<file path="src/sv/krt_pkg.sv">
// Shared types and constants for the keyed register table.
// No dependencies; the top level and krt_cell import this package.
package krt_pkg;

  localparam int TABLE_ENTRIES_DEF = 64;

  localparam logic [7:0] FC_READ_HOLDING = 8'd3;
  localparam logic [7:0] FC_READ_INPUT   = 8'd4;

  typedef enum logic [1:0] {
    KIND_WR16 = 2'd0,
    KIND_WR32 = 2'd1,
    KIND_READ = 2'd2,
    KIND_NONE = 2'd3
  } krt_kind_t;

  typedef enum logic [1:0] {
    ST_OK        = 2'd0,
    ST_BAD_FUNC  = 2'd1,
    ST_NOT_FOUND = 2'd2,
    ST_FULL      = 2'd3
  } krt_status_t;

  typedef enum logic [1:0] {
    S_IDLE,
    S_LAUNCH,
    S_WALK,
    S_DONE
  } krt_state_t;

  // Lookup token that travels down the cell chain, one cell per cycle.
  typedef struct packed {
    logic        live;
    logic        done;     // some cell has claimed this word
    logic        found;    // read: key present and not expired
    logic        is_read;
    logic [31:0] key;
    logic [15:0] value;    // write data going in, read data coming out
    logic [31:0] expiry;
    logic [31:0] now;
  } krt_tok_t;

endpackage

</file>
<file path="src/sv/krt_cell.sv">
// One table slot plus the token register that passes lookups to the next slot.
// Depends on krt_pkg.
module krt_cell
  import krt_pkg::*;
(
  input  logic     clk,
  input  logic     rst_n,
  input  krt_tok_t tok_i,
  output krt_tok_t tok_o
);

  logic        ent_valid_r, ent_valid_nxt;
  logic [31:0] ent_key_r, ent_key_nxt;
  logic [15:0] ent_val_r, ent_val_nxt;
  logic [31:0] ent_exp_r, ent_exp_nxt;
  logic        tok_live_r;
  krt_tok_t    tok_r, tok_nxt;
  logic        alive;
  logic        hit;
  logic        fresh;

  always_comb begin
    ent_valid_nxt = ent_valid_r;
    ent_key_nxt   = ent_key_r;
    ent_val_nxt   = ent_val_r;
    ent_exp_nxt   = ent_exp_r;
    tok_nxt       = tok_i;
    alive = tok_i.live && !tok_i.done;
    hit   = ent_valid_r && (ent_key_r == tok_i.key);
    fresh = !ent_valid_r;
    // slots fill from the low end and are never freed, so the first empty
    // slot means the key is absent further down the chain
    if (alive && hit) begin
      tok_nxt.done = 1'b1;
      if (tok_i.is_read) begin
        tok_nxt.found = (ent_exp_r == 32'd0) || (ent_exp_r > tok_i.now);
        tok_nxt.value = tok_nxt.found ? ent_val_r : 16'd0;
      end else begin
        ent_val_nxt = tok_i.value;
        ent_exp_nxt = tok_i.expiry;
      end
    end else if (alive && fresh) begin
      tok_nxt.done = 1'b1;
      if (!tok_i.is_read) begin
        ent_valid_nxt = 1'b1;
        ent_key_nxt   = tok_i.key;
        ent_val_nxt   = tok_i.value;
        ent_exp_nxt   = tok_i.expiry;
      end
    end
  end

  always_ff @(posedge clk) begin
    if (!rst_n) begin
      ent_valid_r <= 1'b0;
      tok_live_r  <= 1'b0;
    end else begin
      ent_valid_r <= ent_valid_nxt;
      tok_live_r  <= tok_nxt.live;
    end
  end

  always_ff @(posedge clk) begin
    ent_key_r <= ent_key_nxt;
    ent_val_r <= ent_val_nxt;
    ent_exp_r <= ent_exp_nxt;
    tok_r     <= tok_nxt;
  end

  always_comb begin
    tok_o      = tok_r;
    tok_o.live = tok_live_r;
  end

endmodule
</file>
<file path="config.mk">
export PLATFORM = sky130hd
export DESIGN_NAME = krt_cell
export DESIGN_NICKNAME = d
export VERILOG_FILES = /design/src/sv/krt_pkg.sv /design/src/sv/krt_cell.sv
export SDC_FILE = /design/constraint.sdc
export NUM_CORES = 1
export LEC_CHECK = 0
export ABC_AREA = 1
export BUFFER_PORTS_ARGS = -buffer_cell sky130_fd_sc_hd__buf_4
export CORE_MARGIN = 10
export CORE_UTILIZATION = 49
export CTS_CLUSTER_SIZE = 8
export DETAILED_ROUTE_END_ITERATION = 10
export MAX_ROUTING_LAYER = met4
export PLACE_DENSITY = 0.79
export REMOVE_ABC_BUFFERS = 1
export SETUP_SLACK_MARGIN = 0.1
export SYNTH_ARGS = -nofsm -noshare
export SYNTH_HDL_FRONTEND = slang
export SYNTH_SLANG_ARGS = --single-unit
</file>
<file path="constraint.sdc">
create_clock -name clk -period 4.4 [get_ports clk]
set_input_delay 0.44 -clock clk [delete_from_list [all_inputs] [get_ports clk]]
set_output_delay 0.44 -clock clk [all_outputs]
set_load 0.005 [all_outputs]
</file>
# Word-level counts from Yosys, hierarchy flattened
# Cells that the tools add are included.
# W data, S select, Z words.
# op_classes
reduce_logical,11
eq_ne,1
n_lt_le_gt_ge,1
n_mux,11
n_bitwise,2
# op_table
cell,n
$mux W16,6
$mux W32,3
$eq A32 B32 Y1,1
$gt A32 B32 Y1,1
$logic_not A32 Y1,1
$logic_and A1 B1 Y1,4
$reduce_and A3 Y1,1
$logic_not A1 Y1,2
$mux W1,2
$not A1 Y1,2
$reduce_bool A2 Y1,1
$reduce_or A2 Y1,1
$logic_or A1 B1 Y1,1
# word_totals
out_inout_bits,116
wordCells,38
regBits,197

# Longest topological paths before layout
# Gate-level depths: netlist of run 1.
# logic_depth
word_depth,5
depth_mapped,18

# Worst setup path before layout of run 1
# Ideal clock, no wire load.
# synth_timing
path_kind,input to register
from,in tok_i[87] (netlist name)
to,reg ent_exp_r[0] (enable)
required_ns,3.930
cell_stages,6
arrival_time_ns,3.406
slack_ns,0.524
setup_time_ns,0.470
cell_sequence,xor2_1 > nor2_1 > o211ai_1 > nor2_1 > nand3_4 > a21oi_1
# synth_via
elab_chain_len,4
# synth_rtl
item,line,text
"start, declared",krt_cell.sv:8,"input krt_tok_t tok_i,"
$eq A32 B32 Y1,krt_cell.sv:29,hit = ent_valid_r && (ent_key_r == tok_i.key);
$logic_and A1 B1 Y1,krt_cell.sv:29,
$logic_and A1 B1 Y1,krt_cell.sv:33,if (alive && hit) begin
$reduce_bool A2 Y1 (no line),n/a,
"end signal, assigned",krt_cell.sv:66,ent_exp_r <= ent_exp_nxt;
"end, declared",krt_cell.sv:15,"logic [31:0] ent_exp_r, ent_exp_nxt;"
# No other way between the ends.
# A chain may end at the register's enable or synchronous reset.

# Worst setup path after layout of run 1
# layout_timing
from,reg ent_key_r[7]
to,reg ent_exp_r[2] (enable)
# layout_via
elab_chain_len,4
# layout_rtl
item,line,text
"start, declared",krt_cell.sv:13,"logic [31:0] ent_key_r, ent_key_nxt;"
"start signal, assigned",krt_cell.sv:64,ent_key_r <= ent_key_nxt;
$eq A32 B32 Y1,krt_cell.sv:29,
$logic_and A1 B1 Y1,krt_cell.sv:29,
$logic_and A1 B1 Y1,krt_cell.sv:33,
$reduce_bool A2 Y1 (no line),n/a,
# No other way between the ends.

==> flow_summary.toml, run 1 <==
[setup_path]
critical_path_required_ps = 4490
cp-end-kind = "register"
critical_path_class = "reg2reg"
arrival_ps = 2690
crit_fanout = 26
startpoint_type = "register"

[clock_network]
post-cts-setup-buffers = 0
cts_root_buf = "clkbuf_16"
cts_tree = "built"
cts_resized = 0
numCtsBuffers = 17
path_clk_slew_ps = 70
cts_hold_buf = 0
cts.sinks = 197
clk_latency_ps = 420
clock_path_buffers = 2
htreeDepth = 4

[synthesis]
ys_ff_latch = 197
synth_area_per_cell_um2 = 13.1
ys_types = 30
synth_top_family_by_area = "simple AND/OR/NAND/NOR gates"
synthXorXnorAreaFrac_pct = 3.53
netlist_instances = 491
synth_compound_area_share_pct = 1.67
syn-cell-area_um2 = 6450
ys_warn_count = 0
ys_seq_area_share_pct = 73.5
muxShareOfSynthArea_pct = 0
synthAdderAreaFrac_pct = 6.20
yosys.area_share.simple_pct = 11.2

[timing]
worst_pin_slew_ps = 770
finalHoldViolCount = 0
setup_tns_ps = 0
maxSlewViolCount = 0
finalSetupViolCount = 0
relSlewSlack_pct = 48.5
max_freq_ghz = 0.384
rsz0062_at_grt = "no"
finClkSkew_ps = 8.02
fin_ws_ps = 1800
period_minus_slack_ps = 2600
finalCritPeriodShare_pct = 59.2

[hold_path]
hold_class = "in2reg"

[detailed_routing]
drt_first_pass_iters = 5
via_count = 4380
ant_nets = 0
route.detailed.drc = 0
drt_iter0_drc = 265
viasPerCell = 4.72
wl_um = 16400
routedWlPerCell_um = 17.7

[global_route]
grt.total_usage_pct = 18.3
grt_max_degree = 34
antenna_found_initial = 0
grt-ovfl-total = 0
grt_pass1_vias = 4732
grt_pass1_wl_um = 24700

[pwr]
combPwrFrac_pct = 8.3
switchingPower_w = 0.000795
pwr-share-clk_pct = 39.3
ir_drop_mv = 0.273
power-per-cell-area_nw_per_um2 = 425
p_leak_nw = 4.14
p_int_w = 0.00303
p_sw_share_pct = 20.8
p_seq_share_pct = 52.5

[layout]
multiInputGateArea_um2 = 1470
layout_commonest_cell = "buf_4"
syn2layout_area_growth_pct = 39.4
layout_common_cells = "buf_4, dfxtp_1, nand2_1, edfxtp_1, inv_1"
final_nets = 891
final-seq-area_um2 = 4740
nFillCells = 919
layoutNonFillerInstCount = 927
drive_above_1_share_pct = 36.3

[placement]
port_buffers = 233
dp_cells = 894
routabilityCongestion = 0.855
post-place-ws_ps = 1530
dp_hpwl_um = 13100

[outcome]
status = "complete, no violations"

[die]
core-area_um2 = 12800
start_util_pct = 50.5
row_count = 41
ios = 234
die_w_um = 135
die_h_um = 135
dieArea_um2 = 18200

[run]
maxCapViolations = 0
[worst paths after layout]
check / start / end / slack (ps) / depth (start not counted)
worst min-delay path: tok_i[1] / tok_o[1] / 120 / 1
worst min register to register: ent_val_r[9] / tok_o[73] / 470 / 2
worst max-delay path: ent_key_r[7] / ent_exp_r[2] / 1800 / 7
worst max register to register: ent_key_r[7] / ent_exp_r[2] / 1800 / 7
[per-stage QoR]
step	power, W	cell area (um2)	hold WS, ps	util, %
final	0.00383	9000	123	70.4
after global routing	0.00397	8990	108	70.4
after CTS	0.00386	8990	108	70.4
after detailed placement	0.00237	8410	457	65.8
after global placement	0.00235	8410	449	65.8
after floorplan	0.00214	6410	439	-
[state kept, by name, indices dropped and copies added (netlist names)]
name	flops
ent_key_r	32
ent_val_r	16
tok_o	115
tok_live_r	1
ent_exp_r	32
ent_valid_r	1
[worst max-delay path, cell delays in order (launching register included)]
cell and delay (ps):
edfxtp_1 380, xor2_1 150, nor2_1 130, o211ai_1 90, nor2_1 240, nand3_4 160, a21oi_4 650, buf_4 450
[Yosys cell counts]
library cell,count,area [um2]
a21o_1,1,7.51
a21oi_1,14,70.1
buf_4,2,15.0
buf_6,1,11.3
buf_8,1,15.0
clkinv_1,1,3.75
dfxtp_1,117,2340
edfxtp_1,80,2400
ha_1,32,400
inv_1,52,195
inv_6,1,8.76
nand2_1,82,308
nand2_2,2,12.5
nand3_1,23,115
nand3_4,1,17.5
nand3b_1,1,7.51
nand4_1,7,43.8
nor2_1,25,93.8
nor2_2,2,12.5
nor2_8,1,20.0
nor3_1,1,5.00
nor3_2,2,20.0
nor4_1,8,50.1
o211ai_1,1,7.51
o21a_1,1,7.51
o21ai_0,3,15.0
or2_1,2,12.5
or2_2,1,6.26
xnor2_1,14,123
xor2_1,12,105
[layer usage]
metal	GRT usage [%]	vias to the layer above	part of all wire, %
met5	-	-	0
met4	7.68	0	1.9
met3	7.42	24	9.9
met2	31.1	215	50
met1	18.4	2008	38
li1	-	2133	-
[logic make-up (layout without fill, tap and decap cells)]
group | Yosys count | after routing
AO/OA/AOI/OAI | 20 | 20
buffers and inverters | 58 | 321
XOR/XNOR | 26 | 26
other | 0 | 1
adder cells (fa/ha/maj) | 32 | 32
AND/OR/NAND/NOR | 158 | 158
flip-flops | 197 | 197
[area by class of cell]
class	instances	share of cell area, %
antenna	1	0.0278
timing repair buffer	235	19.6
inverter	54	2.31
multi-input combinational	236	16.4
clock buffer	27	6.20
clock inverter	5	0.334
tap	172	2.39
sequential	197	52.7
[power groups by stage]
stage / Clock (W) / Combinational (W) / Sequential [W]
after floorplan: 0 / 0.0000848 / 0.00205
after detailed placement: 0 / 0.000319 / 0.00205
after CTS: 0.00153 / 0.000322 / 0.00201
final: 0.00150 / 0.000316 / 0.00201
after global routing: 0.00161 / 0.000349 / 0.00201
after global placement: 0 / 0.000306 / 0.00205
Note: power is estimated with default switching activity, not from simulation.
==> run 2, diff against run 1 <==
==> constraint.sdc (replaced) <==
create_clock -name clk -period 2.57 [get_ports clk]
set_input_delay 0.257 -clock clk [delete_from_list [all_inputs] [get_ports clk]]
set_output_delay 0.257 -clock clk [all_outputs]
set_load 0.005 [all_outputs]
==> flow_summary.toml, run 2 (same netlist as run 1, synthesis figures left out) <==
[outcome]
status = "complete, no violations"

[global_route]
use_met3_pct = 7.68
grt-ovfl-total = 0
antenna_found_initial = 1
grt.total_usage_pct = 21.7
use_met1_pct = 21.0
grt_most_used_layer = "met2"
grt.met2_usage_pct = 38.5
grt_max_degree = 49
grt_pass1_vias = 5495
grt_pass1_wl_um = 29400

[timing]
max_freq_ghz = 0.475
worst_pin_slew_ps = 575
fin_ws_ps = 465
finClkSkew_ps = 13.6
rsz0062_at_grt = "no"
period_minus_slack_ps = 2110
finalHoldViolCount = 0
maxSlewViolCount = 0
relSlewSlack_pct = 61.3
finalCritPeriodShare_pct = 81.9
finalSetupViolCount = 0

[clock_network]
htreeDepth = 4
cts.sinks = 197
clk_latency_ps = 420
numCtsBuffers = 17
post-cts-setup-buffers = 0
cts_tree = "built"
cts_root_buf = "clkbuf_16"
clock_path_buffers = 2
path_clk_slew_ps = 60

[layout]
layout_commonest_cell = "buf_4"
drive_above_1_share_pct = 32.6
final_nets = 991
syn2layout_area_growth_pct = 54.6
layoutNonFillerInstCount = 1027
largest_register_ffs = 115
nFillCells = 700
layout_common_cells = "buf_4, dfxtp_1, dlygate4sd3_1, nand2_1, edfxtp_1"
fin_util_pct = 78.1

[setup_path]
cp-end-kind = "register"
r2r_slack_ps = 550
rr_worst_depth = 6
arrival_ps = 2470
critical_path_class = "in2reg"
crit_fanout = 17
startpoint_type = "primary input"
critical_path_required_ps = 2930

[die]
die_h_um = 135
die_w_um = 135
core-area_um2 = 12800
ios = 234
row_count = 41
start_util_pct = 50.5
dieArea_um2 = 18200

[placement]
post-place-ws_ps = 409
routabilityCongestion = 0.890
dp_hpwl_um = 13000
port_buffers = 233
dp_cells = 894

[detailed_routing]
drt_first_pass_iters = 4
route.detailed.drc = 0
ant_nets = 0
via_count = 4880
routedWlPerCell_um = 18.7
wl_um = 19200
viasPerCell = 4.75
drt_iter0_drc = 235

[pwr]
power-per-cell-area_nw_per_um2 = 662
p_leak_nw = 4.55
ir_drop_mv = 0.436

[hold_path]
hold_class = "in2reg"
hold_path_depth = 1

[run]
maxCapViolations = 0
==> run 2: changes by cell type in the layout (fill, tap and decap cells not counted), sizes merged <==
cell         delta
clkinvlp        -1
inv             +3
clkbuf          -5
clkinv          +3
dlygate4sd3   +100
==> run 2: per-stage QoR <==
step                      total power [W]  instance area [um2]  TNS (ps)  hold WS [ps]
after global placement            0.00403                 8420         0           371
after detailed placement          0.00406                 8420         0           372
after CTS                         0.00661                 9970         0          2.11
after global routing              0.00684                 9980         0          5.72
after floorplan                   0.00366                 6410    -58830           285
final                             0.00660                 9980         0          24.6
==> run 2: repair_timing <==
item                                    4_1_cts  5_1_grt
endpoints found under the setup margin        0        2
endpoints found under the hold margin       102        0
hold buffers                                100        0
resized for setup                             0        1
==> run 2: final cells by class <==
class / count / area [um2] / share of cell area [%]
Sequential cell: 197 / 4740 / 47.6
Timing Repair Buffer: 335 / 2780 / 27.8
Multi-Input combinational cell: 236 / 1480 / 14.8
Clock buffer: 22 / 485 / 4.87
Tap cell: 172 / 215 / 2.16
Inverter: 54 / 208 / 2.08
Clock inverter: 10 / 66.3 / 0.665
Antenna cell: 1 / 2.50 / 0.0251
==> run 2: worst max-delay path, stage by stage <==
cell and delay, ps:
dlygate4sd3_1 560, buf_4 120, inv_1 40, ha_1 300, nand2_1 60, nor2_1 150
nand2_1 100, inv_1 60, nand2_1 40, nand2_1 100, nand2_1 60, nand2_1 50
nand2_1 60, nand2_2 260, nand3_1 150, nand2_1 90
==> run 2: power by group <==
part / total, W / switching (W) / internal, W
registers: 0.00344 / 0.0000498 / 0.00339
logic: 0.000688 / 0.000287 / 0.000401
clock network: 0.00247 / 0.00112 / 0.00135
total: 0.00660 / 0.00145 / 0.00515
==> run 2: final timing paths <==
path | from | to
worst max-delay path | tok_i[13] | tok_o[76]
worst min-delay path | tok_i[70] | ent_val_r[6]
worst max register to register | ent_exp_r[16] | tok_o[76]
worst min register to register | ent_val_r[7] | tok_o[71]
==> run 2: routing by layer <==
| layer | vias up | wire [um] |
|---|---|---|
| met5 | - | 0 |
| met4 | 0 | 465 |
| met3 | 29 | 1870 |
| met2 | 217 | 10000 |
| met1 | 2300 | 6840 |
| li1 | 2334 | - |
==> run 3, diff against run 2 <==
--- a/config.mk
+++ b/config.mk
@@ -5,7 +5,7 @@
 export SDC_FILE = /design/constraint.sdc
 export NUM_CORES = 1
 export LEC_CHECK = 0
-export ABC_AREA = 1
+export ABC_AREA = 0
 export BUFFER_PORTS_ARGS = -buffer_cell sky130_fd_sc_hd__buf_4
 export CORE_MARGIN = 10
 export CORE_UTILIZATION = 49
==> constraint.sdc (replaced) <==
create_clock -name clk -period 2.1 [get_ports clk]
set_input_delay 0.21 -clock clk [delete_from_list [all_inputs] [get_ports clk]]
set_output_delay 0.21 -clock clk [all_outputs]
set_load 0.005 [all_outputs]
==> flow_summary.toml, run 3 <==
[timing]
relSlewSlack_pct = 45.1
maxSlewViolCount = 0
worst_pin_slew_ps = 803
finalHoldViolCount = 0
period_minus_slack_ps = 2620
fin_ws_ps = -522
finClkSkew_ps = 13.1
finalCritPeriodShare_pct = 125
max_freq_ghz = 0.381
rsz0062_at_grt = "yes"
setup_tns_ps = -17780
finalSetupViolCount = 65

[die]
dieArea_um2 = 17900
ios = 234
row_count = 41
core-area_um2 = 12700
die_w_um = 134
start_util_pct = 50.2
die_h_um = 134

[synthesis]
synth_ff_type = "dfxtp_1"
synthArstFlopShare_pct = 0
synth_area_leader_cell = "edfxtp_1"
syn-cell-area_um2 = 6360
ys_types = 35
synth_area_per_cell_um2 = 15.0
ys_seq_area_share_pct = 74.6
synth_top_area_share_pct = 37.8
ys_ff_latch = 197
yosys-top-cells-count = "dfxtp_1, edfxtp_1, inv_1"
netlist_instances = 423
synth_area_leaders = "edfxtp_1, dfxtp_1, ha_1"
yosysMostFrequentCell = "dfxtp_1"
synth_edf_count = 80
ys_warn_count = 0

[global_route]
grt-ovfl-total = 0
grt_max_degree = 23
grt.total_usage_pct = 25.6
grt_pass1_vias = 5949
grt_pass1_wl_um = 34400
antenna_found_initial = 1

[detailed_routing]
drt_first_pass_iters = 5
via_count = 5407
route.detailed.drc = 0
routedWlPerCell_um = 22.7
drt_iter0_drc = 446
ant_nets = 0
wl_um = 23700
viasPerCell = 5.16

[layout]
drive_above_1_share_pct = 41.7
layout_common_cells = "buf_4, dfxtp_1, dlygate4sd3_1, edfxtp_1, inv_1"
layout_commonest_cell = "buf_4"
syn2layout_area_growth_pct = 71.0
layoutNonFillerInstCount = 1048
final-seq-area_um2 = 4740
final_nets = 1012
multiInputGateArea_um2 = 1590
final_area_um2 = 10900
nFillCells = 553
largest_register_ffs = 115

[run]
maxCapViolations = 0

[pwr]
ir_drop_mv = 0.575
power-per-cell-area_nw_per_um2 = 760
p_leak_nw = 4.92

[placement]
dp_cells = 882
dp_hpwl_um = 13200
routabilityCongestion = 0.843
port_buffers = 233
dpl_cell_area_um2 = 8750

[clock_network]
cts_root_buf = "clkbuf_16"
htreeDepth = 4
clk_latency_ps = 430
cts_tree = "built"
clock_path_buffers = 2
numCtsBuffers = 17
path_clk_slew_ps = 70
cts.sinks = 197

[setup_path]
critical_path_required_ps = 2460
rr_endpoint = "tok_o[78]"
path_buf_inv = 1
r2r_slack_ps = -520
r2r_start = "ent_exp_r[23]"
startpoint_type = "register"
arrival_ps = 2980
cp-end-kind = "register"
critPathMaxStageDelay_ps = 570
crit_chain = "ha_1 -> nand4_1 -> or4_4 -> or3b_1 -> o22ai_2 -> nor4_4 -> buf_12 -> nor2_2"
cp_slowest_cell = "or4_4"
critical_path_class = "reg2reg"
crit_fanout = 17
crit_family = "simple AND/OR/NAND/NOR gates"
rr_worst_depth = 8

[hold_path]
holdPathEnd = "tok_o[98]"
hold_path_depth = 2
worstHoldStart = "tok_i[98]"
hold_class = "in2reg"

[outcome]
status = "finished with violations"
violations = "negative setup slack"
run 3: changes by cell type after synthesis, moves of 3 or more:
| cell | before | now |
|---|---|---|
| nand3_1 | 23 | 5 |
| a221oi_1 | 0 | 3 |
| nor4_1 | 8 | 15 |
| nand4_1 | 7 | 14 |
| mux2i_1 | 0 | 16 |
| inv_1 | 52 | 38 |
| nor2_1 | 25 | 20 |
| xor2_1 | 12 | 19 |
| nand2_1 | 82 | 9 |
run 3: logic make-up after synthesis:
group           Yosys count  share of synthesized area [%]
simple gates             76                           6.65
compound gates           28                           2.77
mux                      16                           2.52
buf+inv                  42                           2.79
fa+ha+maj                32                           6.29
xor+xnor                 32                           4.41
flops                   197                           74.6
run 3: worst register-to-register path: cells and delay by family, from the launching register on:
kind | cells | cell delay, ps
AOI/OAI and AO/OA | 1 | 230
adders and majority gates | 1 | 360
buffers and inverters | 1 | 170
and+or+nand+nor | 5 | 1360
DFF | 1 | 430
run 3: per-stage QoR:
step / worst slack (ps) / total power, W / hold WS [ps] / util (%)
after floorplan: -1780 / 0.00446 / 238 / -
after global placement: -629 / 0.00498 / 324 / 69.1
after detailed placement: -773 / 0.00502 / 324 / 69.1
after CTS: -367 / 0.00812 / 2.84 / 84.8
after global routing: -562 / 0.00850 / 16.0 / 85.9
final: -522 / 0.00827 / 25.6 / 85.9
run 3: worst max path at each step:
stage,from,to,slack (ps),depth (start not counted)
floorplan,ent_key_r[19],ent_exp_r[0],-1780,6
global placement,ent_exp_r[27],tok_o[78],-630,7
detailed placement,ent_exp_r[27],tok_o[64],-770,7
CTS,ent_exp_r[25],tok_o[113],-370,8
global route,ent_exp_r[21],tok_o[78],-560,8
finish,ent_exp_r[23],tok_o[78],-520,8
run 3: layer usage:
| metal | wire (um) | global-route usage [%] | up-vias |
|---|---|---|---|
| li1 | - | - | 2386 |
| met5 | 0 | - | - |
| met3 | 2080 | 8.40 | 64 |
| met4 | 755 | 9.01 | 0 |
| met1 | 8260 | 25.2 | 2620 |
| met2 | 12600 | 46.3 | 337 |
run 3: layout make-up:
class | instances | share of cell area [%]
inverter | 38 | 1.31
multi-input combinational | 184 | 14.6
clock buffer | 24 | 4.43
antenna | 1 | 0.0230
clock inverter | 8 | 0.460
tap | 172 | 1.98
sequential | 197 | 43.6
timing repair buffer | 424 | 33.6
run 3: where the power goes:
part	switching (W)	total, W	internal (W)
combinational	0.000411	0.00103	0.000617
clock	0.00141	0.00302	0.00161
sequential	0.0000686	0.00422	0.00415
run 3: repair_timing:
item,4_1_cts,5_1_grt
endpoints found under the hold margin,159,0
buffers inserted,13,3
resized for setup,17,25
gates cloned,4,2
pin swaps,4,12
setup endpoints to repair,65,65
hold buffers,113,0
